### config.mk
export PLATFORM = sky130hd
export DESIGN_NAME = outline_line_tokenizer_top_flat
export DESIGN_NICKNAME = d
export VERILOG_FILES = /design/src/design/olt_pkg.sv /design/src/design/olt_in_if.sv /design/src/design/olt_out_if.sv /design/src/design/olt_ram.sv /design/src/design/olt_cmd_queue.sv /design/src/design/olt_front.sv /design/src/design/olt_back.sv /design/src/design/outline_line_tokenizer_top.sv /design/src/flat_wrapper.sv
export SDC_FILE = /design/constraint.sdc
export NUM_CORES = 1
export LEC_CHECK = 0
export CAP_MARGIN = 30
export CORE_UTILIZATION = 55
export DETAILED_ROUTE_END_ITERATION = 10
export DONT_BUFFER_PORTS = 1
export PLACE_DENSITY = 0.7
export SLEW_MARGIN = 20
export SYNTH_ARGS = -nofsm -noshare
export SYNTH_HDL_FRONTEND = slang
export SYNTH_SLANG_ARGS = --single-unit
export TNS_END_PERCENT = 100
### constraint.sdc
create_clock -name i_clk -period 3.9 [get_ports i_clk]
set_clock_uncertainty 0.1 [all_clocks]
set_input_delay 0.195 -clock i_clk [delete_from_list [all_inputs] [get_ports i_clk]]
set_output_delay 0.195 -clock i_clk [all_outputs]
set_load 0.01 [all_outputs]
### src/design/olt_pkg.sv
package olt_pkg;

    localparam logic [1:0] K_CHAR = 2'd0;
    localparam logic [1:0] K_TEND = 2'd1;
    localparam logic [1:0] K_LEND = 2'd2;
    localparam logic [1:0] K_EOF  = 2'd3;

    localparam logic [7:0] CH_NUL    = 8'h00;
    localparam logic [7:0] CH_TAB    = 8'h09;
    localparam logic [7:0] CH_NL     = 8'h0A;
    localparam logic [7:0] CH_QUOTE  = 8'h22;
    localparam logic [7:0] CH_HASH   = 8'h23;
    localparam logic [7:0] CH_COMMA  = 8'h2C;
    localparam logic [7:0] CH_BSLASH = 8'h5C;

    // Pending-store counts and indexes cover the largest supported depth (60, plus overflow).
    localparam int PCNT_W = 6;

    localparam int CMDQ_DEPTH = 4;
    localparam int CMDQ_AW    = 2;

    typedef enum logic [1:0] {
        M_EMPTY = 2'd0,
        M_SPACE = 2'd1,
        M_TOKEN = 2'd2,
        M_QUOTE = 2'd3
    } t_mode;

    typedef enum logic [1:0] {
        BK_IDLE       = 2'd0,
        BK_FLUSH_RD   = 2'd1,
        BK_FLUSH_EMIT = 2'd2,
        BK_OPS        = 2'd3
    } t_back_state;

    // Results after the pending flush, in emission order.
    typedef struct packed {
        logic bslash;
        logic chr;
        logic tend;
        logic lend;
        logic eof;
    } t_ops;

    typedef struct packed {
        t_ops              ops;
        logic [7:0]        char_b;
        logic [PCNT_W-1:0] flush_n;
        logic              ovf_all;
        logic              ovf_drop;
        logic              push;
        logic [PCNT_W-1:0] push_idx;
        logic [7:0]        push_char;
        logic [7:0]        tab;
        logic [15:0]       line;
    } t_cmd;

    function automatic logic is_ws(input logic [7:0] c);
        return (c == 8'h20) || (c == 8'h09) || (c == 8'h0A) || (c == 8'h0B) ||
               (c == 8'h0C) || (c == 8'h0D);
    endfunction

endpackage

### src/design/olt_in_if.sv
interface olt_in_if;
    logic       valid;
    logic       ready;
    logic [7:0] in_byte;
    logic       end_of_file;

    modport source (output valid, output in_byte, output end_of_file, input ready);
    modport sink (input valid, input in_byte, input end_of_file, output ready);
endinterface

### src/design/olt_out_if.sv
interface olt_out_if;
    logic        valid;
    logic        ready;
    logic [7:0]  out_char;
    logic [1:0]  kind;
    logic [7:0]  tab_level;
    logic [15:0] line_count;
    logic        ws_overflow;
    logic        last;

    modport source (output valid, output out_char, output kind, output tab_level,
                    output line_count, output ws_overflow, output last, input ready);
    modport sink (input valid, input out_char, input kind, input tab_level,
                  input line_count, input ws_overflow, input last, output ready);
endinterface

### src/design/olt_ram.sv
module olt_ram #(
    parameter int WIDTH = 8,
    parameter int DEPTH = 32
) (
    input  logic                                  i_clk,
    input  logic                                  i_wr_en,
    input  logic [((DEPTH > 1) ? $clog2(DEPTH) : 1)-1:0] i_wr_addr,
    input  logic [WIDTH-1:0]                      i_wr_data,
    input  logic [((DEPTH > 1) ? $clog2(DEPTH) : 1)-1:0] i_rd_addr,
    output logic [WIDTH-1:0]                      o_rd_data
);

    logic [WIDTH-1:0] r_mem [DEPTH];
    logic [WIDTH-1:0] r_rd_data;

    always_ff @(posedge i_clk) begin
        if (i_wr_en) begin
            r_mem[i_wr_addr] <= i_wr_data;
        end
        r_rd_data <= r_mem[i_rd_addr];
    end

    assign o_rd_data = r_rd_data;

endmodule

### src/design/olt_cmd_queue.sv
module olt_cmd_queue (
    input  logic          i_clk,
    input  logic          i_rst_n,
    input  logic          i_push,
    input  olt_pkg::t_cmd i_cmd,
    output logic          o_full,
    input  logic          i_pop,
    output olt_pkg::t_cmd o_head,
    output logic          o_empty
);

    localparam int AW = olt_pkg::CMDQ_AW;

    olt_pkg::t_cmd r_mem [olt_pkg::CMDQ_DEPTH];
    logic [AW:0]   r_wp;
    logic [AW:0]   r_rp;

    assign o_empty = (r_wp == r_rp);
    assign o_full  = (r_wp[AW] != r_rp[AW]) && (r_wp[AW-1:0] == r_rp[AW-1:0]);
    assign o_head  = r_mem[r_rp[AW-1:0]];

    always_ff @(posedge i_clk) begin
        if (!i_rst_n) begin
            r_wp <= '0;
            r_rp <= '0;
        end else begin
            if (i_push && !o_full) begin
                r_wp <= r_wp + 1'b1;
            end
            if (i_pop && !o_empty) begin
                r_rp <= r_rp + 1'b1;
            end
        end
    end

    always_ff @(posedge i_clk) begin
        if (i_push && !o_full) begin
            r_mem[r_wp[AW-1:0]] <= i_cmd;
        end
    end

endmodule

### src/design/olt_front.sv
module olt_front #(
    parameter int LINE_BUF_LEN  = 256,
    parameter int PENDING_DEPTH = 32
) (
    input  logic          i_clk,
    input  logic          i_rst_n,
    input  logic          i_cfg_we,
    input  logic [7:0]    i_cfg_wdata,
    olt_in_if.sink        i_in,
    input  logic          i_q_full,
    output logic          o_q_push,
    output olt_pkg::t_cmd o_q_cmd
);

    localparam int LIM_CAP = (LINE_BUF_LEN - 1 > 255) ? 255 : LINE_BUF_LEN - 1;
    localparam logic [olt_pkg::PCNT_W-1:0] PD = olt_pkg::PCNT_W'(PENDING_DEPTH);

    logic [7:0]                  r_limit;
    olt_pkg::t_mode              r_mode,   n_mode;
    logic                        r_held,   n_held;
    logic                        r_rawbs,  n_rawbs;
    logic                        r_incom,  n_incom;
    logic                        r_first,  n_first;
    logic [7:0]                  r_kept,   n_kept;
    logic [olt_pkg::PCNT_W-1:0]  r_pcnt,   n_pcnt;
    logic [7:0]                  r_level,  n_level;
    logic [15:0]                 r_nl,     n_nl;

    logic                        accept;
    logic [7:0]                  lim;
    olt_pkg::t_cmd               cmd;

    assign i_in.ready = !i_q_full;
    assign accept     = i_in.valid && !i_q_full;
    assign lim        = (r_limit > 8'(LIM_CAP)) ? 8'(LIM_CAP) : r_limit;

    always_comb begin
        logic [7:0] c;
        logic       do_rel;
        logic       do_tok;
        logic       do_endline;
        logic       set_held;
        logic       do_reset;

        c          = i_in.in_byte;
        do_rel     = 1'b0;
        do_tok     = 1'b0;
        do_endline = 1'b0;
        set_held   = 1'b0;
        do_reset   = 1'b0;

        n_mode  = r_mode;
        n_held  = r_held;
        n_rawbs = r_rawbs;
        n_incom = r_incom;
        n_first = r_first;
        n_kept  = r_kept;
        n_pcnt  = r_pcnt;
        n_level = r_level;
        n_nl    = r_nl;
        cmd     = '0;

        if (accept) begin
            if (i_in.end_of_file) begin
                cmd.ops.eof = 1'b1;
                do_reset    = 1'b1;
            end else if (c == olt_pkg::CH_NL) begin
                n_nl = r_nl + 16'd1;
                if (r_rawbs) begin
                    // Backslash-newline joins the lines; a kept backslash gives back its slot.
                    if (r_held) begin
                        n_held = 1'b0;
                        if (r_kept != 8'd0) begin
                            n_kept = r_kept - 8'd1;
                        end
                    end
                    n_rawbs = 1'b0;
                end else begin
                    do_rel     = !r_incom && r_held;
                    do_endline = 1'b1;
                end
            end else begin
                if (!r_incom && (r_kept < lim)) begin
                    if (c == olt_pkg::CH_HASH) begin
                        do_rel  = r_held;
                        n_incom = 1'b1;
                    end else begin
                        n_kept = r_kept + 8'd1;
                        do_rel = r_held;
                        if (c == olt_pkg::CH_BSLASH) begin
                            set_held = 1'b1;
                        end else if (c == olt_pkg::CH_NUL) begin
                            n_incom = 1'b1;
                        end else begin
                            do_tok = 1'b1;
                        end
                    end
                end
                n_rawbs = (c == olt_pkg::CH_BSLASH);
            end

            // The held backslash goes out as an ordinary token character.
            if (do_rel) begin
                n_held = 1'b0;
                cmd.ops.bslash = 1'b1;
                if (n_mode != olt_pkg::M_QUOTE) begin
                    if (n_pcnt != '0) begin
                        cmd.flush_n = (n_pcnt > PD) ? PD : n_pcnt;
                        cmd.ovf_all = (n_pcnt > PD);
                        n_pcnt      = '0;
                    end
                    n_mode = olt_pkg::M_TOKEN;
                end
            end
            if (set_held) begin
                n_held = 1'b1;
            end

            if (do_tok) begin
                if (n_mode == olt_pkg::M_EMPTY || n_mode == olt_pkg::M_SPACE) begin
                    if (olt_pkg::is_ws(c)) begin
                        if (n_first && (c == olt_pkg::CH_TAB) && (n_level != 8'd255)) begin
                            n_level = n_level + 8'd1;
                        end
                        n_mode = olt_pkg::M_SPACE;
                    end else if (c == olt_pkg::CH_COMMA) begin
                        cmd.ovf_drop = cmd.ovf_drop || (n_pcnt > PD);
                        n_pcnt       = '0;
                        cmd.ops.tend = 1'b1;
                        n_mode       = olt_pkg::M_EMPTY;
                        n_first      = 1'b0;
                    end else begin
                        if (n_pcnt != '0) begin
                            cmd.flush_n = (n_pcnt > PD) ? PD : n_pcnt;
                            cmd.ovf_all = (n_pcnt > PD);
                            n_pcnt      = '0;
                        end
                        cmd.ops.chr = 1'b1;
                        cmd.char_b  = c;
                        n_mode = (c == olt_pkg::CH_QUOTE) ? olt_pkg::M_QUOTE : olt_pkg::M_TOKEN;
                    end
                end else if (n_mode == olt_pkg::M_TOKEN) begin
                    if (olt_pkg::is_ws(c)) begin
                        if (n_pcnt < PD) begin
                            cmd.push      = 1'b1;
                            cmd.push_idx  = n_pcnt;
                            cmd.push_char = c;
                            n_pcnt        = n_pcnt + 1'b1;
                        end else begin
                            n_pcnt = PD + 1'b1;
                        end
                    end else if (c == olt_pkg::CH_COMMA) begin
                        cmd.ovf_drop = cmd.ovf_drop || (n_pcnt > PD);
                        n_pcnt       = '0;
                        cmd.ops.tend = 1'b1;
                        n_mode       = olt_pkg::M_EMPTY;
                        n_first      = 1'b0;
                    end else begin
                        if (n_pcnt != '0) begin
                            cmd.flush_n = (n_pcnt > PD) ? PD : n_pcnt;
                            cmd.ovf_all = (n_pcnt > PD);
                            n_pcnt      = '0;
                        end
                        cmd.ops.chr = 1'b1;
                        cmd.char_b  = c;
                        if (c == olt_pkg::CH_QUOTE) begin
                            n_mode = olt_pkg::M_QUOTE;
                        end
                    end
                end else begin
                    cmd.ops.chr = 1'b1;
                    cmd.char_b  = c;
                    if (c == olt_pkg::CH_QUOTE) begin
                        n_mode = olt_pkg::M_TOKEN;
                    end
                end
            end

            if (do_endline) begin
                if (n_mode != olt_pkg::M_EMPTY) begin
                    // An open quote is closed before the token end.
                    if (n_mode == olt_pkg::M_QUOTE) begin
                        cmd.ops.chr = 1'b1;
                        cmd.char_b  = olt_pkg::CH_QUOTE;
                    end
                    cmd.ovf_drop = cmd.ovf_drop || (n_pcnt > PD);
                    cmd.ops.tend = 1'b1;
                end
                cmd.ops.lend = 1'b1;
                do_reset     = 1'b1;
            end

            if (do_reset) begin
                n_mode  = olt_pkg::M_EMPTY;
                n_held  = 1'b0;
                n_rawbs = 1'b0;
                n_incom = 1'b0;
                n_first = 1'b1;
                n_kept  = 8'd0;
                n_pcnt  = '0;
                n_level = 8'd0;
            end
        end

        cmd.tab  = r_level;
        cmd.line = n_nl;
    end

    assign o_q_cmd  = cmd;
    assign o_q_push = accept && ((cmd.ops != '0) || cmd.push || (cmd.flush_n != '0));

    always_ff @(posedge i_clk) begin
        if (!i_rst_n) begin
            r_limit <= 8'd255;
            r_mode  <= olt_pkg::M_EMPTY;
            r_held  <= 1'b0;
            r_rawbs <= 1'b0;
            r_incom <= 1'b0;
            r_first <= 1'b1;
            r_kept  <= 8'd0;
            r_pcnt  <= '0;
            r_level <= 8'd0;
            r_nl    <= 16'd0;
        end else begin
            if (i_cfg_we) begin
                r_limit <= i_cfg_wdata;
            end
            r_mode  <= n_mode;
            r_held  <= n_held;
            r_rawbs <= n_rawbs;
            r_incom <= n_incom;
            r_first <= n_first;
            r_kept  <= n_kept;
            r_pcnt  <= n_pcnt;
            r_level <= n_level;
            r_nl    <= n_nl;
        end
    end

endmodule

### src/design/olt_back.sv
module olt_back #(
    parameter int PENDING_DEPTH = 32
) (
    input  logic          i_clk,
    input  logic          i_rst_n,
    input  olt_pkg::t_cmd i_q_head,
    input  logic          i_q_empty,
    output logic          o_q_pop,
    olt_out_if.source     o_out
);

    localparam int AW = (PENDING_DEPTH > 1) ? $clog2(PENDING_DEPTH) : 1;

    olt_pkg::t_back_state        r_state, n_state;
    olt_pkg::t_cmd               r_cmd,   n_cmd;
    olt_pkg::t_ops               r_ops,   n_ops;
    logic [olt_pkg::PCNT_W-1:0]  r_idx,   n_idx;

    logic                        r_out_valid, n_out_valid;
    logic [7:0]                  r_out_char,  n_out_char;
    logic [1:0]                  r_out_kind,  n_out_kind;
    logic [7:0]                  r_out_tab,   n_out_tab;
    logic [15:0]                 r_out_line,  n_out_line;
    logic                        r_out_ovf,   n_out_ovf;
    logic                        r_out_last,  n_out_last;

    logic                        out_free;
    logic                        flush_end;
    logic                        wr_en;
    logic [7:0]                  rd_data;

    assign out_free  = !r_out_valid || o_out.ready;
    assign flush_end = (r_idx == r_cmd.flush_n - 1'b1);

    olt_ram #(
        .WIDTH (8),
        .DEPTH (PENDING_DEPTH)
    ) u_pend_ram (
        .i_clk     (i_clk),
        .i_wr_en   (wr_en),
        .i_wr_addr (r_cmd.push_idx[AW-1:0]),
        .i_wr_data (r_cmd.push_char),
        .i_rd_addr (r_idx[AW-1:0]),
        .o_rd_data (rd_data)
    );

    always_comb begin
        n_state = r_state;
        unique case (r_state)
            olt_pkg::BK_IDLE: begin
                if (!i_q_empty) begin
                    n_state = (i_q_head.flush_n != '0) ? olt_pkg::BK_FLUSH_RD : olt_pkg::BK_OPS;
                end
            end
            olt_pkg::BK_FLUSH_RD: begin
                n_state = olt_pkg::BK_FLUSH_EMIT;
            end
            olt_pkg::BK_FLUSH_EMIT: begin
                if (out_free) begin
                    n_state = flush_end ? olt_pkg::BK_OPS : olt_pkg::BK_FLUSH_RD;
                end
            end
            olt_pkg::BK_OPS: begin
                if (r_ops == '0) begin
                    n_state = olt_pkg::BK_IDLE;
                end
            end
            default: begin
                n_state = olt_pkg::BK_IDLE;
            end
        endcase
    end

    always_comb begin
        logic load;

        load        = 1'b0;
        n_cmd       = r_cmd;
        n_ops       = r_ops;
        n_idx       = r_idx;
        o_q_pop     = 1'b0;
        wr_en       = 1'b0;
        n_out_char  = r_out_char;
        n_out_kind  = r_out_kind;
        n_out_ovf   = r_out_ovf;
        n_out_last  = r_out_last;

        unique case (r_state)
            olt_pkg::BK_IDLE: begin
                if (!i_q_empty) begin
                    o_q_pop = 1'b1;
                    n_cmd   = i_q_head;
                    n_ops   = i_q_head.ops;
                    n_idx   = '0;
                end
            end
            olt_pkg::BK_FLUSH_RD: begin
            end
            olt_pkg::BK_FLUSH_EMIT: begin
                if (out_free) begin
                    load       = 1'b1;
                    n_out_char = rd_data;
                    n_out_kind = olt_pkg::K_CHAR;
                    n_out_ovf  = r_cmd.ovf_all;
                    n_out_last = flush_end && (r_ops == '0);
                    n_idx      = r_idx + 1'b1;
                end
            end
            olt_pkg::BK_OPS: begin
                if (r_ops == '0) begin
                    // Whitespace into the pending store is written after any flush read.
                    wr_en = r_cmd.push;
                end else if (out_free) begin
                    load       = 1'b1;
                    n_out_char = 8'd0;
                    n_out_ovf  = r_cmd.ovf_all;
                    if (r_ops.bslash) begin
                        n_ops.bslash = 1'b0;
                        n_out_char   = olt_pkg::CH_BSLASH;
                        n_out_kind   = olt_pkg::K_CHAR;
                    end else if (r_ops.chr) begin
                        n_ops.chr  = 1'b0;
                        n_out_char = r_cmd.char_b;
                        n_out_kind = olt_pkg::K_CHAR;
                    end else if (r_ops.tend) begin
                        n_ops.tend = 1'b0;
                        n_out_kind = olt_pkg::K_TEND;
                        n_out_ovf  = r_cmd.ovf_all || r_cmd.ovf_drop;
                    end else if (r_ops.lend) begin
                        n_ops.lend = 1'b0;
                        n_out_kind = olt_pkg::K_LEND;
                        n_out_ovf  = r_cmd.ovf_all || r_cmd.ovf_drop;
                    end else begin
                        n_ops.eof  = 1'b0;
                        n_out_kind = olt_pkg::K_EOF;
                    end
                    n_out_last = (n_ops == '0);
                end
            end
            default: begin
            end
        endcase

        if (load) begin
            n_out_valid = 1'b1;
            n_out_tab   = r_cmd.tab;
            n_out_line  = r_cmd.line;
        end else begin
            n_out_valid = r_out_valid && !o_out.ready;
            n_out_tab   = r_out_tab;
            n_out_line  = r_out_line;
        end
    end

    always_ff @(posedge i_clk) begin
        if (!i_rst_n) begin
            r_state     <= olt_pkg::BK_IDLE;
            r_ops       <= '0;
            r_idx       <= '0;
            r_out_valid <= 1'b0;
        end else begin
            r_state     <= n_state;
            r_ops       <= n_ops;
            r_idx       <= n_idx;
            r_out_valid <= n_out_valid;
        end
    end

    always_ff @(posedge i_clk) begin
        r_cmd      <= n_cmd;
        r_out_char <= n_out_char;
        r_out_kind <= n_out_kind;
        r_out_tab  <= n_out_tab;
        r_out_line <= n_out_line;
        r_out_ovf  <= n_out_ovf;
        r_out_last <= n_out_last;
    end

    assign o_out.valid       = r_out_valid;
    assign o_out.out_char    = r_out_char;
    assign o_out.kind        = r_out_kind;
    assign o_out.tab_level   = r_out_tab;
    assign o_out.line_count  = r_out_line;
    assign o_out.ws_overflow = r_out_ovf;
    assign o_out.last        = r_out_last;

endmodule

### src/design/outline_line_tokenizer_top.sv
// Outline line tokenizer.
// Input channel i_in carries one raw text byte per transaction, or an end-of-file
// marker. Output channel o_out carries token characters, token ends, line ends and
// the end-of-file result; last marks the final result caused by one input byte.
// i_cfg_we/i_cfg_wdata write the line limit; write it only while the block is idle.
// The front end classifies each byte in the cycle it is accepted and places a
// command in a four-entry queue; it takes a byte every cycle while the queue has room.
// The back end turns each command into results through a one-entry output register.
// The back end takes a command from the queue, flushes any held whitespace (each
// character a pending-store read, then output), emits the other results one by
// one, and closes the command, writing any new whitespace into the pending store.
// A byte that produces no result and stores no whitespace is handled by the front
// end alone; it places no command in the queue.
// When the receiver stalls, the output register holds, the back end waits, and
// the queue fills until i_in.ready drops.
// Reset clears the line state, the line counter, the command queue and the output
// register, and sets the line limit to 255. The pending-whitespace store is not cleared.
module outline_line_tokenizer_top #(
    parameter int LINE_BUF_LEN  = 256,
    parameter int PENDING_DEPTH = 32
) (
    input  logic       i_clk,
    input  logic       i_rst_n,
    input  logic       i_cfg_we,
    input  logic [7:0] i_cfg_wdata,
    olt_in_if.sink     i_in,
    olt_out_if.source  o_out
);

    logic          q_push;
    logic          q_full;
    logic          q_pop;
    logic          q_empty;
    olt_pkg::t_cmd q_cmd;
    olt_pkg::t_cmd q_head;

    olt_front #(
        .LINE_BUF_LEN  (LINE_BUF_LEN),
        .PENDING_DEPTH (PENDING_DEPTH)
    ) u_front (
        .i_clk       (i_clk),
        .i_rst_n     (i_rst_n),
        .i_cfg_we    (i_cfg_we),
        .i_cfg_wdata (i_cfg_wdata),
        .i_in        (i_in),
        .i_q_full    (q_full),
        .o_q_push    (q_push),
        .o_q_cmd     (q_cmd)
    );

    olt_cmd_queue u_queue (
        .i_clk   (i_clk),
        .i_rst_n (i_rst_n),
        .i_push  (q_push),
        .i_cmd   (q_cmd),
        .o_full  (q_full),
        .i_pop   (q_pop),
        .o_head  (q_head),
        .o_empty (q_empty)
    );

    olt_back #(
        .PENDING_DEPTH (PENDING_DEPTH)
    ) u_back (
        .i_clk     (i_clk),
        .i_rst_n   (i_rst_n),
        .i_q_head  (q_head),
        .i_q_empty (q_empty),
        .o_q_pop   (q_pop),
        .o_out     (o_out)
    );

endmodule

### src/flat_wrapper.sv
// flat-port wrapper written by rule: the top's interface ports become plain ports
module outline_line_tokenizer_top_flat 
#(
    parameter int LINE_BUF_LEN  = 256,
    parameter int PENDING_DEPTH = 32
)
  (i_clk, i_rst_n, i_cfg_we, i_cfg_wdata, i_in_valid, i_in_in_byte, i_in_end_of_file, i_in_ready, o_out_valid, o_out_out_char, o_out_kind, o_out_tab_level, o_out_line_count, o_out_ws_overflow, o_out_last, o_out_ready);
  olt_in_if i_in_i ();
  olt_out_if o_out_i ();
  input  logic i_clk;
  input  logic i_rst_n;
  input  logic i_cfg_we;
  input  logic [7:0] i_cfg_wdata;
  input wire logic [$bits(i_in_i.valid)-1:0] i_in_valid;
  input wire logic [$bits(i_in_i.in_byte)-1:0] i_in_in_byte;
  input wire logic [$bits(i_in_i.end_of_file)-1:0] i_in_end_of_file;
  output wire logic [$bits(i_in_i.ready)-1:0] i_in_ready;
  output wire logic [$bits(o_out_i.valid)-1:0] o_out_valid;
  output wire logic [$bits(o_out_i.out_char)-1:0] o_out_out_char;
  output wire logic [$bits(o_out_i.kind)-1:0] o_out_kind;
  output wire logic [$bits(o_out_i.tab_level)-1:0] o_out_tab_level;
  output wire logic [$bits(o_out_i.line_count)-1:0] o_out_line_count;
  output wire logic [$bits(o_out_i.ws_overflow)-1:0] o_out_ws_overflow;
  output wire logic [$bits(o_out_i.last)-1:0] o_out_last;
  input wire logic [$bits(o_out_i.ready)-1:0] o_out_ready;
  assign i_in_i.valid = i_in_valid;
  assign i_in_i.in_byte = i_in_in_byte;
  assign i_in_i.end_of_file = i_in_end_of_file;
  assign i_in_ready = i_in_i.ready;
  assign o_out_valid = o_out_i.valid;
  assign o_out_out_char = o_out_i.out_char;
  assign o_out_kind = o_out_i.kind;
  assign o_out_tab_level = o_out_i.tab_level;
  assign o_out_line_count = o_out_i.line_count;
  assign o_out_ws_overflow = o_out_i.ws_overflow;
  assign o_out_last = o_out_i.last;
  assign o_out_i.ready = o_out_ready;
  outline_line_tokenizer_top #(.LINE_BUF_LEN(LINE_BUF_LEN), .PENDING_DEPTH(PENDING_DEPTH)) u_core (.i_clk(i_clk), .i_rst_n(i_rst_n), .i_cfg_we(i_cfg_we), .i_cfg_wdata(i_cfg_wdata), .i_in(i_in_i), .o_out(o_out_i));
endmodule
==> flow_metrics.env, run 1 <==
export IMPL_worstSetupStartpointType="primary input"
export IMPL_totalNegativeSetupSlack_ns=0
export IMPL_yosys_top_cells_count="edfxtp_1, mux4_2, nor2_1, dfxtp_1, nand2_1"
export IMPL_timing_critical_path_slowest_cell_delay_ns=0.70
export IMPL_fraction_of_final_layout_cells_sized_beyond_drive_strength_1_pct=21.3
export IMPL_post_synth_mux_area_share_pct=12.6
export IMPL_post_synth_fa_ha_maj_area_fraction_pct=1.21
export IMPL_first_iter_violations=1164
export IMPL_synth_simple_area_share_pct=6.70
export IMPL_nets=1668
export IMPL_slew_at_the_pin_closest_to_its_max_slew_limit_ns=0.777
export IMPL_core_area_um2=47600
export IMPL_synth_area_leaders="edfxtp_1, mux4_2, dfxtp_1"
export IMPL_route_final_wire_length_um=54100
export IMPL_post_synth_num_cell_types=84
export IMPL_synth_xor_area_share_pct=1.59
export IMPL_clk_latency_ns=0.60
export IMPL_synth_top_cell_area_share_pct=66.0
export IMPL_floorplan_die_area_um2=49000
export IMPL_cell_area_after_technology_mapping_um2=26500
export IMPL_synth_main_ff_cell="edfxtp_1"
export IMPL_areaGrowthSynthToFinish_pct=14.4
export IMPL_synth_edf_count=582
export IMPL_placement_io_buffers=0
export IMPL_final_hold_viol_count=0
export IMPL_path_clk_slew_ns=0.06
export IMPL_route_antenna_remaining_nets=0
export IMPL_filler_cell_count=3287
export IMPL_cp_max_fo=26
export IMPL_dp_hpwl_um=34100
export IMPL_cts_num_sinks=664
export IMPL_cp_cell_sequence="dlygate4sd3_1, nor3_2, dlygate4sd3_1, o211ai_1, and3_1, a21oi_1, o2bb2ai_1, nor4_4, and2b_2, buf_12"
export IMPL_vdd_ir_drop_worst_uv=447
export IMPL_overflow=0
export IMPL_post_synth_inst_count=1489
export IMPL_largest_net_degree_at_the_start_of_global_routing=60
export IMPL_crit_path_frequent_cell="dlygate4sd3_1"
export IMPL_cp_num_buf_inv=3
export IMPL_cts_buffers_inserted=67
export IMPL_area_leader_netlist="edfxtp_1"
export IMPL_area_sequential_um2=19100
export IMPL_synth_avg_cell_area_um2=17.8
export IMPL_remaining_drc_errors=0
export IMPL_timing_final_crit_share_pct=93.2
export IMPL_stdcell_count=2288
export IMPL_dpl_cell_count=2126
export IMPL_cp_end_kind="register"
export IMPL_route_detailed_vias_per_inst=6.05
export IMPL_worst_slew_margin_rel_pct=48.1
export IMPL_io_pins=60
export IMPL_yosysMostFrequentCell="edfxtp_1"
export IMPL_multiInputGateArea_um2=7010
export IMPL_antenna_diode_instance_count=0
export IMPL_synth_compound_area_share_pct=4.08
export IMPL_row_count=80
export IMPL_grt_use_total_pct=22.7
export IMPL_wl_per_cell_um=23.6
export IMPL_first_pass_iters=5
export IMPL_period_minus_slack_ns=3.63
export IMPL_grt_pass1_vias=13800
export IMPL_final_setup_violation_count=0
export IMPL_htree_levels=3
export IMPL_synth_seq_area_share_pct=72.2
export IMPL_fp_dieH_um=221
export IMPL_report_final_slew_viol_count=0
export IMPL_clockRootBuffer="clkbuf_16"
export IMPL_routability_driven_placement_congestion_ratio=0.904
export IMPL_synth_warnings=0
export IMPL_crit_arrival_ns=3.87
export IMPL_detailroute_via_count=13800
export IMPL_worst_path_max_delay_cell="dlygate4sd3_1"
export IMPL_start_util_pct=55.6
export IMPL_die_x_um=221
export IMPL_cap_violations=0
export IMPL_fmax_ghz=0.275
export IMPL_outcome="finished clean"
export IMPL_p_total_uw=18300
export IMPL_synth_top_family_by_area="multiplexers"
export IMPL_power_leakage_uw=0.0101
export IMPL_critPathTopFamily="simple AND/OR/NAND/NOR gates"
export IMPL_type_of_the_worst_setup_path="primary input to register"
export IMPL_required_ns=4.13
export IMPL_tritoncts="built"
export IMPL_grt_first_pass_wirelength_um=83700
export IMPL_async_s_r_ff_share_synth_pct=0
export IMPL_min_delay_path_class="primary input to register"
export IMPL_antenna_violations_before_repair=1
export IMPL_clk_path_buf_depth=3
export IMPL_synth_seq_cells=664
export IMPL_powerDensity_nw_per_um2=603
export IMPL_hold_ws_ns=0.0544
==> path summary, 6_finish.rpt <==
path / startpoint / endpoint / slack, ns / cells after the start
setup / recovery: i_in_in_byte[4] / u_core.u_queue.r_mem[0][5] / 0.27 / 10
hold / removal: i_in_in_byte[1] / u_core.u_front.r_incom / 0.05 / 5
setup reg to reg: u_core.u_front.r_limit[7] / u_core.u_queue.r_mem[1][39] / 0.29 / 15
hold reg to reg: u_core.u_back.r_cmd[19] / u_core.u_back.o_out.tab_level[3] / 0.31 / 0
==> layer usage <==
layer / global-route usage [%] / share of wire (%) / wire length (um) / vias up
li1: - / - / - / 6172
met4: 7.68 / 2.1 / 1150 / 2
met2: 34.4 / 47 / 25200 / 488
met5: 0 / 0.031 / 17 / -
met3: 5.19 / 7.5 / 4050 / 79
met1: 32.9 / 44 / 23600 / 7094
==> registers in the layout, indices dropped and copies added (netlist names), 3 cells and up, named ones only <==
signal	cells
u_core.u_back.u_pend_ram.r_mem	256
u_core.u_queue.r_mem	236
u_core.u_back.r_cmd	54
u_core.u_back.o_out.line_count	16
u_core.u_front.r_nl	16
u_core.u_back.o_out.out_char	8
u_core.u_back.o_out.tab_level	8
u_core.u_back.u_pend_ram.o_rd_data	8
u_core.u_front.r_kept	8
u_core.u_front.r_level	8
u_core.u_front.r_limit	8
u_core.u_back.r_idx	6
u_core.u_front.r_pcnt	6
u_core.u_back.r_ops	5
u_core.u_queue.r_rp	3
u_core.u_queue.r_wp	3
==> through the flow <==
| stage | util [%] | cell area (um2) | setup slack (ns) |
|---|---|---|---|
| 2_1_floorplan | - | 26500 | 0.365 |
| 3_3_place_gp | 58.1 | 27700 | 0.380 |
| 3_5_place_dp | 58.2 | 27700 | 0.213 |
| 4_1_cts | 63.3 | 30200 | 0.181 |
| 5_1_grt | 63.6 | 30300 | -0.0160 |
| 6_report | 63.6 | 30300 | 0.266 |
==> what timing repair did <==
action | CTS | global route
hold buffers | 31 | 1
setup endpoints to repair | 0 | 4
hold endpoints to repair | 125 | 1
buffers inserted | 0 | 3
resized for setup | 0 | 1
==> area by class of cell <==
type / instances / share of cell area, %
tap: 615 / 2.54
clock buffer: 94 / 6.38
clock inverter: 27 / 0.660
timing repair buffer: 118 / 3.83
inverter: 30 / 0.371
multi-input combinational: 740 / 23.1
sequential: 664 / 63.1
==> worst min-delay path, cell delays in order <==
cell	delay, ns
and3_1	0.13
o211ai_1	0.16
inv_1	0.09
a21oi_1	0.06
nor2_1	0.07
==> report_power, final <==
group,switching [uW],leakage [uW],internal [uW]
logic,1440,0.00294,1040
clock network,2570,0.00104,3660
registers,596,0.00612,8970
total,4600,0.0101,13700
==> cells in the final DEF (no fill, tap or decap), types with 10 or more instances in the layout <==
cell           Yosys  layout
mux4_2           139     139
nand4_1           14      14
clkbuf_1          43      18
conb_1             1      12
nand2b_1          10      10
edfxtp_1         582     582
and2_1            20      20
o211ai_1          13      13
ha_1              24      24
buf_4              4      70
dlygate4sd3_1      1      31
o21ai_0           27      27
nand2_1           50      50
nor3_1            19      18
clkbuf_16          0      73
nand3_1           23      23
mux2i_1           11      11
dfxtp_1           82      78
and3_1            21      21
nor2_1           118     117
a21oi_1           49      49
clkinv_1           1      14
inv_1             29      29
xnor2_1           26      26
xor2_1            22      22
==> cells by family after synthesis <==
| logic type | Yosys count |
|---|---|
| flip-flops | 664 |
| AND/OR/NAND/NOR | 334 |
| other | 1 |
| buffers and inverters | 96 |
| AO/OA/AOI/OAI | 162 |
| XOR/XNOR | 48 |
| multiplexers | 159 |
| adder cells (fa/ha/maj) | 25 |
(Power assumes the default switching activity.)
==> inputs of run 2 (changes only) <==
--- a/config.mk
+++ b/config.mk
@@ -13,5 +13,6 @@
 export SLEW_MARGIN = 20
 export SYNTH_ARGS = -nofsm -noshare
 export SYNTH_HDL_FRONTEND = slang
+export SYNTH_HIERARCHICAL = 1
 export SYNTH_SLANG_ARGS = --single-unit
 export TNS_END_PERCENT = 100
==> run 2 against run 1 <==
First-iteration DRC count grew 14%. Sequential power about the same. Synthesized cell count up 2.2%. Total power increased by 0.39%. Hold slack worse by 0.015 ns. Global-route usage shrank 0.32 points. Clock-buffer cell count shrank 2. Combinational power is 4% lower. Sequential share of layout area about the same. Clock power is 3% higher. Via count rose by 1.7%.
==> flow_metrics.env, run 2 <==
export IMPL_outcome="finished clean"
export IMPL_first_iter_violations=1323
export IMPL_worstReg2RegStart="u_core/u_front/r_limit[7]"
export IMPL_worst_hold_path_endpoint="u_core/u_front/r_pcnt[5]"
export IMPL_clk_path_buf_depth=3
export IMPL_cell_area_after_technology_mapping_um2=26700
export IMPL_areaGrowthSynthToFinish_pct=13.6
export IMPL_remaining_drc_errors=0
export IMPL_route_final_wire_length_um=54300
export IMPL_dp_hpwl_um=34000
export IMPL_final_setup_violation_count=0
export IMPL_worst_path_max_delay_cell="or2_2"
export IMPL_antenna_violations_before_repair=0
export IMPL_htree_levels=3
export IMPL_cts_num_sinks=664
export IMPL_slew_at_the_pin_closest_to_its_max_slew_limit_ns=0.926
export IMPL_rsz0062_at_grt="false"
export IMPL_biggestRegsByFlops="u_core/u_back/u_pend_ram/r_mem (256), u_core/u_queue/r_mem (236), u_core/u_back/r_cmd (54)"
export IMPL_grt_pass1_vias=14100
export IMPL_leading_cell_types_in_the_layout_fill_and_taps_excluded="edfxtp_1, mux4_2, nor2_1, dfxtp_1, clkbuf_16"
export IMPL_largest_register_ff_count=256
export IMPL_crit_arrival_ns=3.78
export IMPL_overflow=0
export IMPL_p_seq_share_pct=52.1
export IMPL_floorplan_die_area_um2=49400
export IMPL_rrSetupSlack_ns=0.29
export IMPL_largest_register="u_core/u_back/u_pend_ram/r_mem"
export IMPL_synth_avg_cell_area_um2=17.5
export IMPL_detailroute_via_count=14100
export IMPL_routability_driven_placement_congestion_ratio=0.899
export IMPL_row_count=80
export IMPL_comb_power_share_pct=13.0
export IMPL_final_hold_viol_count=0
export IMPL_wl_per_cell_um=23.9
export IMPL_crit_path_frequent_cell="inv_1"
export IMPL_hold_ws_ns=0.0390
export IMPL_report_final_slew_viol_count=0
export IMPL_tritoncts="built"
export IMPL_placement_io_buffers=0
export IMPL_r2r_end="u_core/u_queue/r_mem[2][57]"
export IMPL_stdcell_area_um2=30300
export IMPL_dpl_cell_count=2118
export IMPL_type_of_the_worst_setup_path="register to register"
export IMPL_period_minus_slack_ns=3.61
export IMPL_cp_end_kind="register"
export IMPL_die_x_um=222
export IMPL_required_ns=4.08
export IMPL_timing_reg2reg_worst_path_depth=12
export IMPL_critPathTopFamily="compound AO/OA/AOI/OAI gates"
export IMPL_hold_path_cell_count=3
export IMPL_timing_final_crit_share_pct=92.5
export IMPL_clockRootBuffer="clkbuf_16"
export IMPL_internal_power_uw=13700
export IMPL_timing_hold_worst_start="i_in_valid"
export IMPL_grt_first_pass_wirelength_um=83400
export IMPL_nets=1655
export IMPL_first_pass_iters=6
export IMPL_cp_num_buf_inv=3
export IMPL_io_pins=60
export IMPL_grt_use_total_pct=22.4
export IMPL_layout_cells_most_common="edfxtp_1"
export IMPL_clock_power_share_pct=34.9
export IMPL_antenna_diode_instance_count=0
export IMPL_totalNegativeSetupSlack_ns=0
export IMPL_core_area_um2=47800
export IMPL_path_clk_slew_ns=0.06
export IMPL_power_leakage_uw=0.0101
export IMPL_total_switching_power_uw=4600
export IMPL_cp_cell_sequence="inv_1, ha_1, a211oi_1, o21ai_1, a21o_1, or2_2, a21oi_1, o31a_1, inv_1, a31oi_1, and2_2, buf_4"
export IMPL_stdcell_count=2277
export IMPL_vdd_ir_drop_worst_uv=331
export IMPL_post_dp_cell_area_um2=27700
export IMPL_fmax_ghz=0.277
export IMPL_min_delay_path_class="primary input to register"
export IMPL_post_synth_inst_count=1522
export IMPL_route_antenna_remaining_nets=0
export IMPL_timing_critical_path_slowest_cell_delay_ns=0.46
export IMPL_synth_warnings=6
export IMPL_route_detailed_vias_per_inst=6.18
export IMPL_cts_buffers_inserted=67
export IMPL_worstSetupStartpointType="register"
export IMPL_swShare_pct=25.1
export IMPL_clk_latency_ns=0.61
export IMPL_cp_max_fo=12
export IMPL_powerDensity_nw_per_um2=605
export IMPL_fp_dieH_um=222
export IMPL_cap_violations=0
export IMPL_fraction_of_final_layout_cells_sized_beyond_drive_strength_1_pct=20.3
export IMPL_worst_slew_margin_rel_pct=37.8
export IMPL_largest_net_degree_at_the_start_of_global_routing=71
export IMPL_start_util_pct=55.8
[run 2: worst reg2reg max path, cell delays in order (launching register included)]
cell and delay, ns:
dfxtp_1 0.30, inv_1 0.05, ha_1 0.30, a211oi_1 0.23, o21ai_1 0.15, a21o_1 0.32
or2_2 0.46, a21oi_1 0.16, o31a_1 0.26, inv_1 0.08, a31oi_1 0.21, and2_2 0.36
buf_4 0.29
[run 2: layer usage]
metal | global-route usage, % | part of all wire [%] | vias up | wire, um
met4 | 7.77 | 2.3 | 0 | 1240
met5 | 0 | 0 | - | 0
li1 | - | - | 6255 | -
met2 | 36.2 | 49 | 487 | 26800
met1 | 31.3 | 43 | 7246 | 23200
met3 | 3.37 | 5.6 | 81 | 3050
[run 2: worst max path at each step]
stage | startpoint | end | slack [ns] | cells after the start
after floorplan | u_core/u_front/r_limit[7] | u_core/u_queue/r_mem[0][0] | 0.20 | 13
after global placement | u_core/u_front/r_limit[7] | u_core/u_queue/r_mem[0][39] | 0.23 | 18
after detailed placement | u_core/u_front/r_limit[7] | u_core/u_queue/r_mem[1][39] | 0.11 | 18
after CTS | u_core/u_front/r_limit[7] | u_core/u_queue/r_mem[1][39] | 0.05 | 18
after global routing | u_core/u_front/r_limit[7] | u_core/u_queue/r_mem[1][39] | 0.01 | 18
final | u_core/u_front/r_limit[7] | u_core/u_queue/r_mem[2][57] | 0.29 | 12
[run 2: per-stage QoR]
stage | worst slack (ns) | utilization (%) | power (uW)
global placement | 0.235 | 57.6 | 11800
global route | 0.0142 | 63.4 | 19000
CTS | 0.0497 | 63.2 | 18500
detailed placement | 0.107 | 57.8 | 12000
floorplan | 0.199 | - | 11000
finish | 0.292 | 63.4 | 18300
[run 2: layout make-up]
type                            count  area [um2]
Clock inverter                     31         359
Fill cell                        3280       17500
Clock buffer                       92        1840
Timing Repair Buffer               88         931
Multi-Input combinational cell    760        7200
Sequential cell                   664       19100
Inverter                           27         101
Tap cell                          615         769
[run 2: what timing repair did]
item | 4_1_cts | 5_1_grt
setup endpoints to repair | 0 | 29
hold endpoints to repair | 131 | 0
resized for setup | 0 | 15
hold buffers | 32 | 0
setup buffers | 0 | 0
[run 2: power by group through the flow]
stage	clock network, uW	registers, uW	logic [uW]
2_1_floorplan	0	9530	1500
3_3_place_gp	0	9940	1850
3_5_place_dp	0	9830	2180
4_1_cts	6530	9690	2240
5_1_grt	6780	9650	2570
6_report	6400	9560	2380
==> inputs of run 3 (changes only) <==
--- a/config.mk
+++ b/config.mk
@@ -5,11 +5,11 @@
 export SDC_FILE = /design/constraint.sdc
 export NUM_CORES = 1
 export LEC_CHECK = 0
+export BUFFER_PORTS_ARGS = -buffer_cell sky130_fd_sc_hd__buf_2
 export CAP_MARGIN = 30
 export CORE_UTILIZATION = 55
 export DETAILED_ROUTE_END_ITERATION = 10
-export DONT_BUFFER_PORTS = 1
-export PLACE_DENSITY = 0.7
+export PLACE_DENSITY = 0.71
 export SLEW_MARGIN = 20
 export SYNTH_ARGS = -nofsm -noshare
 export SYNTH_HDL_FRONTEND = slang
==> run 3 against run 2 <==
Combinational power grew 2%. Clock power grew 2%. Final area grew 1.2%. Register-to-register slack gained 0.04 ns. First-iteration DRC count shrank 5.5%. Highest routed layer unchanged. Sequential cell count is the same. Setup slack gained 0.037 ns. Largest power group unchanged. Total power grew 0.84%. Sequential share of layout area shrank 0.75 points. Maximum frequency grew 1.0%. Non-clock buffer count grew 66. Global-route usage shrank 0.14 points.
==> flow_metrics.env, run 3 (synthesis gave the netlist of run 2 again) <==
export IMPL_die_x_um=222
export IMPL_grt_first_pass_wirelength_um=83300
export IMPL_cp_max_fo=32
export IMPL_post_dp_cell_area_um2=28000
export IMPL_cp_cell_sequence="inv_1, ha_1, a211oi_2, o21ai_2, a21o_1, or2_2, a21oi_1, o31a_1, inv_1, a31oi_1, and2_2, buf_12"
export IMPL_grt_pass1_vias=14400
export IMPL_wl_per_cell_um=22.8
export IMPL_r2r_end="u_core/u_queue/r_mem[0][1]"
export IMPL_core_area_um2=47800
export IMPL_worst_slew_margin_rel_pct=40.0
export IMPL_biggestRegsByFlops="u_core/u_back/u_pend_ram/r_mem (256), u_core/u_queue/r_mem (236), u_core/u_back/r_cmd (54)"
export IMPL_min_delay_path_class="primary input to register"
export IMPL_slew_at_the_pin_closest_to_its_max_slew_limit_ns=0.899
export IMPL_timing_reg2reg_worst_path_depth=12
export IMPL_clk_path_buf_depth=3
export IMPL_fmax_ghz=0.280
export IMPL_routability_driven_placement_congestion_ratio=0.918
export IMPL_final_setup_violation_count=0
export IMPL_fraction_of_final_layout_cells_sized_beyond_drive_strength_1_pct=24.2
export IMPL_start_util_pct=55.8
export IMPL_type_of_the_worst_setup_path="register to register"
export IMPL_worstSetupStartpointType="register"
export IMPL_p_total_uw=18500
export IMPL_powerDensity_nw_per_um2=602
export IMPL_report_final_slew_viol_count=0
export IMPL_floorplan_die_area_um2=49400
export IMPL_first_iter_violations=1250
export IMPL_leading_cell_types_in_the_layout_fill_and_taps_excluded="edfxtp_1, mux4_2, nor2_1, dfxtp_1, clkbuf_16"
export IMPL_first_pass_iters=7
export IMPL_worstReg2RegStart="u_core/u_front/r_limit[2]"
export IMPL_outcome="finished clean"
export IMPL_detailroute_via_count=14300
export IMPL_vdd_ir_drop_worst_uv=307
export IMPL_nets=1721
export IMPL_routedLengthMet1_um=22400
export IMPL_areaGrowthSynthToFinish_pct=15.0
export IMPL_route_antenna_remaining_nets=0
export IMPL_cp_end_kind="register"
export IMPL_hold_path_cell_count=4
export IMPL_cts_setup_buffers=0
export IMPL_path_clk_slew_ns=0.06
export IMPL_route_final_wire_length_um=53400
export IMPL_antenna_violations_before_repair=0
export IMPL_overflow=0
export IMPL_remaining_drc_errors=0
export IMPL_largest_net_degree_at_the_start_of_global_routing=50
export IMPL_required_ns=4.07
export IMPL_rrSetupSlack_ns=0.33
export IMPL_clockRootBuffer="clkbuf_16"
export IMPL_setup_worst_path_start="u_core/u_front/r_limit[2]"
export IMPL_worst_path_max_delay_cell="or2_2"
export IMPL_dp_hpwl_um=34000
export IMPL_io_pins=60
export IMPL_clk_latency_ns=0.59
export IMPL_grt_use_total_pct=22.2
export IMPL_multiInputGateArea_um2=7200
export IMPL_tritoncts="built"
export IMPL_met3_length_um=2940
export IMPL_timing_critical_path_to="u_core/u_queue/r_mem[0][1]"
export IMPL_cts_buffers_inserted=67
export IMPL_area_sequential_um2=19100
export IMPL_cts_num_sinks=664
export IMPL_timing_hold_worst_start="i_in_in_byte[3]"
export IMPL_antenna_diode_instance_count=0
export IMPL_final_hold_viol_count=0
export IMPL_stdcell_area_um2=30700
export IMPL_largest_register="u_core/u_back/u_pend_ram/r_mem"
export IMPL_crit_arrival_ns=3.74
export IMPL_row_count=80
export IMPL_top_layer="met4"
export IMPL_met2_length_um=26700
export IMPL_htree_levels=3
export IMPL_fp_dieH_um=222
export IMPL_timing_final_crit_share_pct=91.6
export IMPL_route_detailed_vias_per_inst=6.09
export IMPL_timing_critical_path_slowest_cell_delay_ns=0.45
export IMPL_filler_cell_count=3231
export IMPL_power_leakage_uw=0.0103
export IMPL_largest_register_ff_count=256
export IMPL_crit_path_frequent_cell="inv_1"
export IMPL_cap_violations=0
export IMPL_placement_io_buffers=59
export IMPL_layout_cells_most_common="edfxtp_1"
export IMPL_period_minus_slack_ns=3.57
export IMPL_totalNegativeSetupSlack_ns=0
[run 3: worst min path at each step]
stage	slack, ns	to
after floorplan	0.22	u_core/u_front/r_limit[7]
after global placement	0.30	u_core/u_back/o_out.line_count[1]
after detailed placement	0.30	u_core/u_back/o_out.tab_level[3]
after CTS	0.04	u_core/u_front/r_rawbs
after global routing	0.07	u_core/u_queue/r_mem[2][51]
final	0.07	u_core/u_front/r_incom
[run 3: per-layer routing]
layer	GRT usage [%]	vias up
li1	-	6385
met1	30.3	7323
met2	36.6	459
met3	3.50	90
met4	8.04	0
met5	0	-
[run 3: final cells by class]
type / count / share of cell area [%]
clock buffer: 91 / 6.26
tap: 615 / 2.51
inverter: 27 / 0.330
clock inverter: 31 / 1.18
sequential: 664 / 62.3
multi-input combinational: 760 / 23.4
timing repair buffer: 154 / 3.97
[run 3: per-stage QoR]
stage	cells	util [%]	setup slack (ns)	hold WS [ns]
detailed placement	2186	58.5	0.0881	0.305
finish	2342	64.2	0.328	0.0655
floorplan	1524	-	0.199	0.221
global route	2342	64.2	-0.0150	0.0681
global placement	2184	58.4	0.177	0.300
CTS	2334	63.8	0.0538	0.0368
[run 3: what timing repair did]
item | in CTS | in global routing
hold buffers | 26 | 0
hold endpoints to repair | 10 | 0
resized for setup | 0 | 17
endpoints found under the setup margin | 0 | 44
[run 3: critical path: cells and delay by family (launching register included)]
family / cells / cell delay [ns]
AOI/OAI and AO/OA: 6 / 1.26
and+or+nand+nor: 2 / 0.84
buffers and inverters: 3 / 0.42
DFF: 1 / 0.30
adders and majority gates: 1 / 0.32
[run 3: where the power goes]
group | total, uW | switching [uW] | leakage [uW] | internal (uW)
sequential | 9520 | 555 | 0.00615 | 8970
clock | 6550 | 2560 | 0.00111 | 3990
combinational | 2430 | 1430 | 0.00307 | 992
total | 18500 | 4550 | 0.0103 | 13900
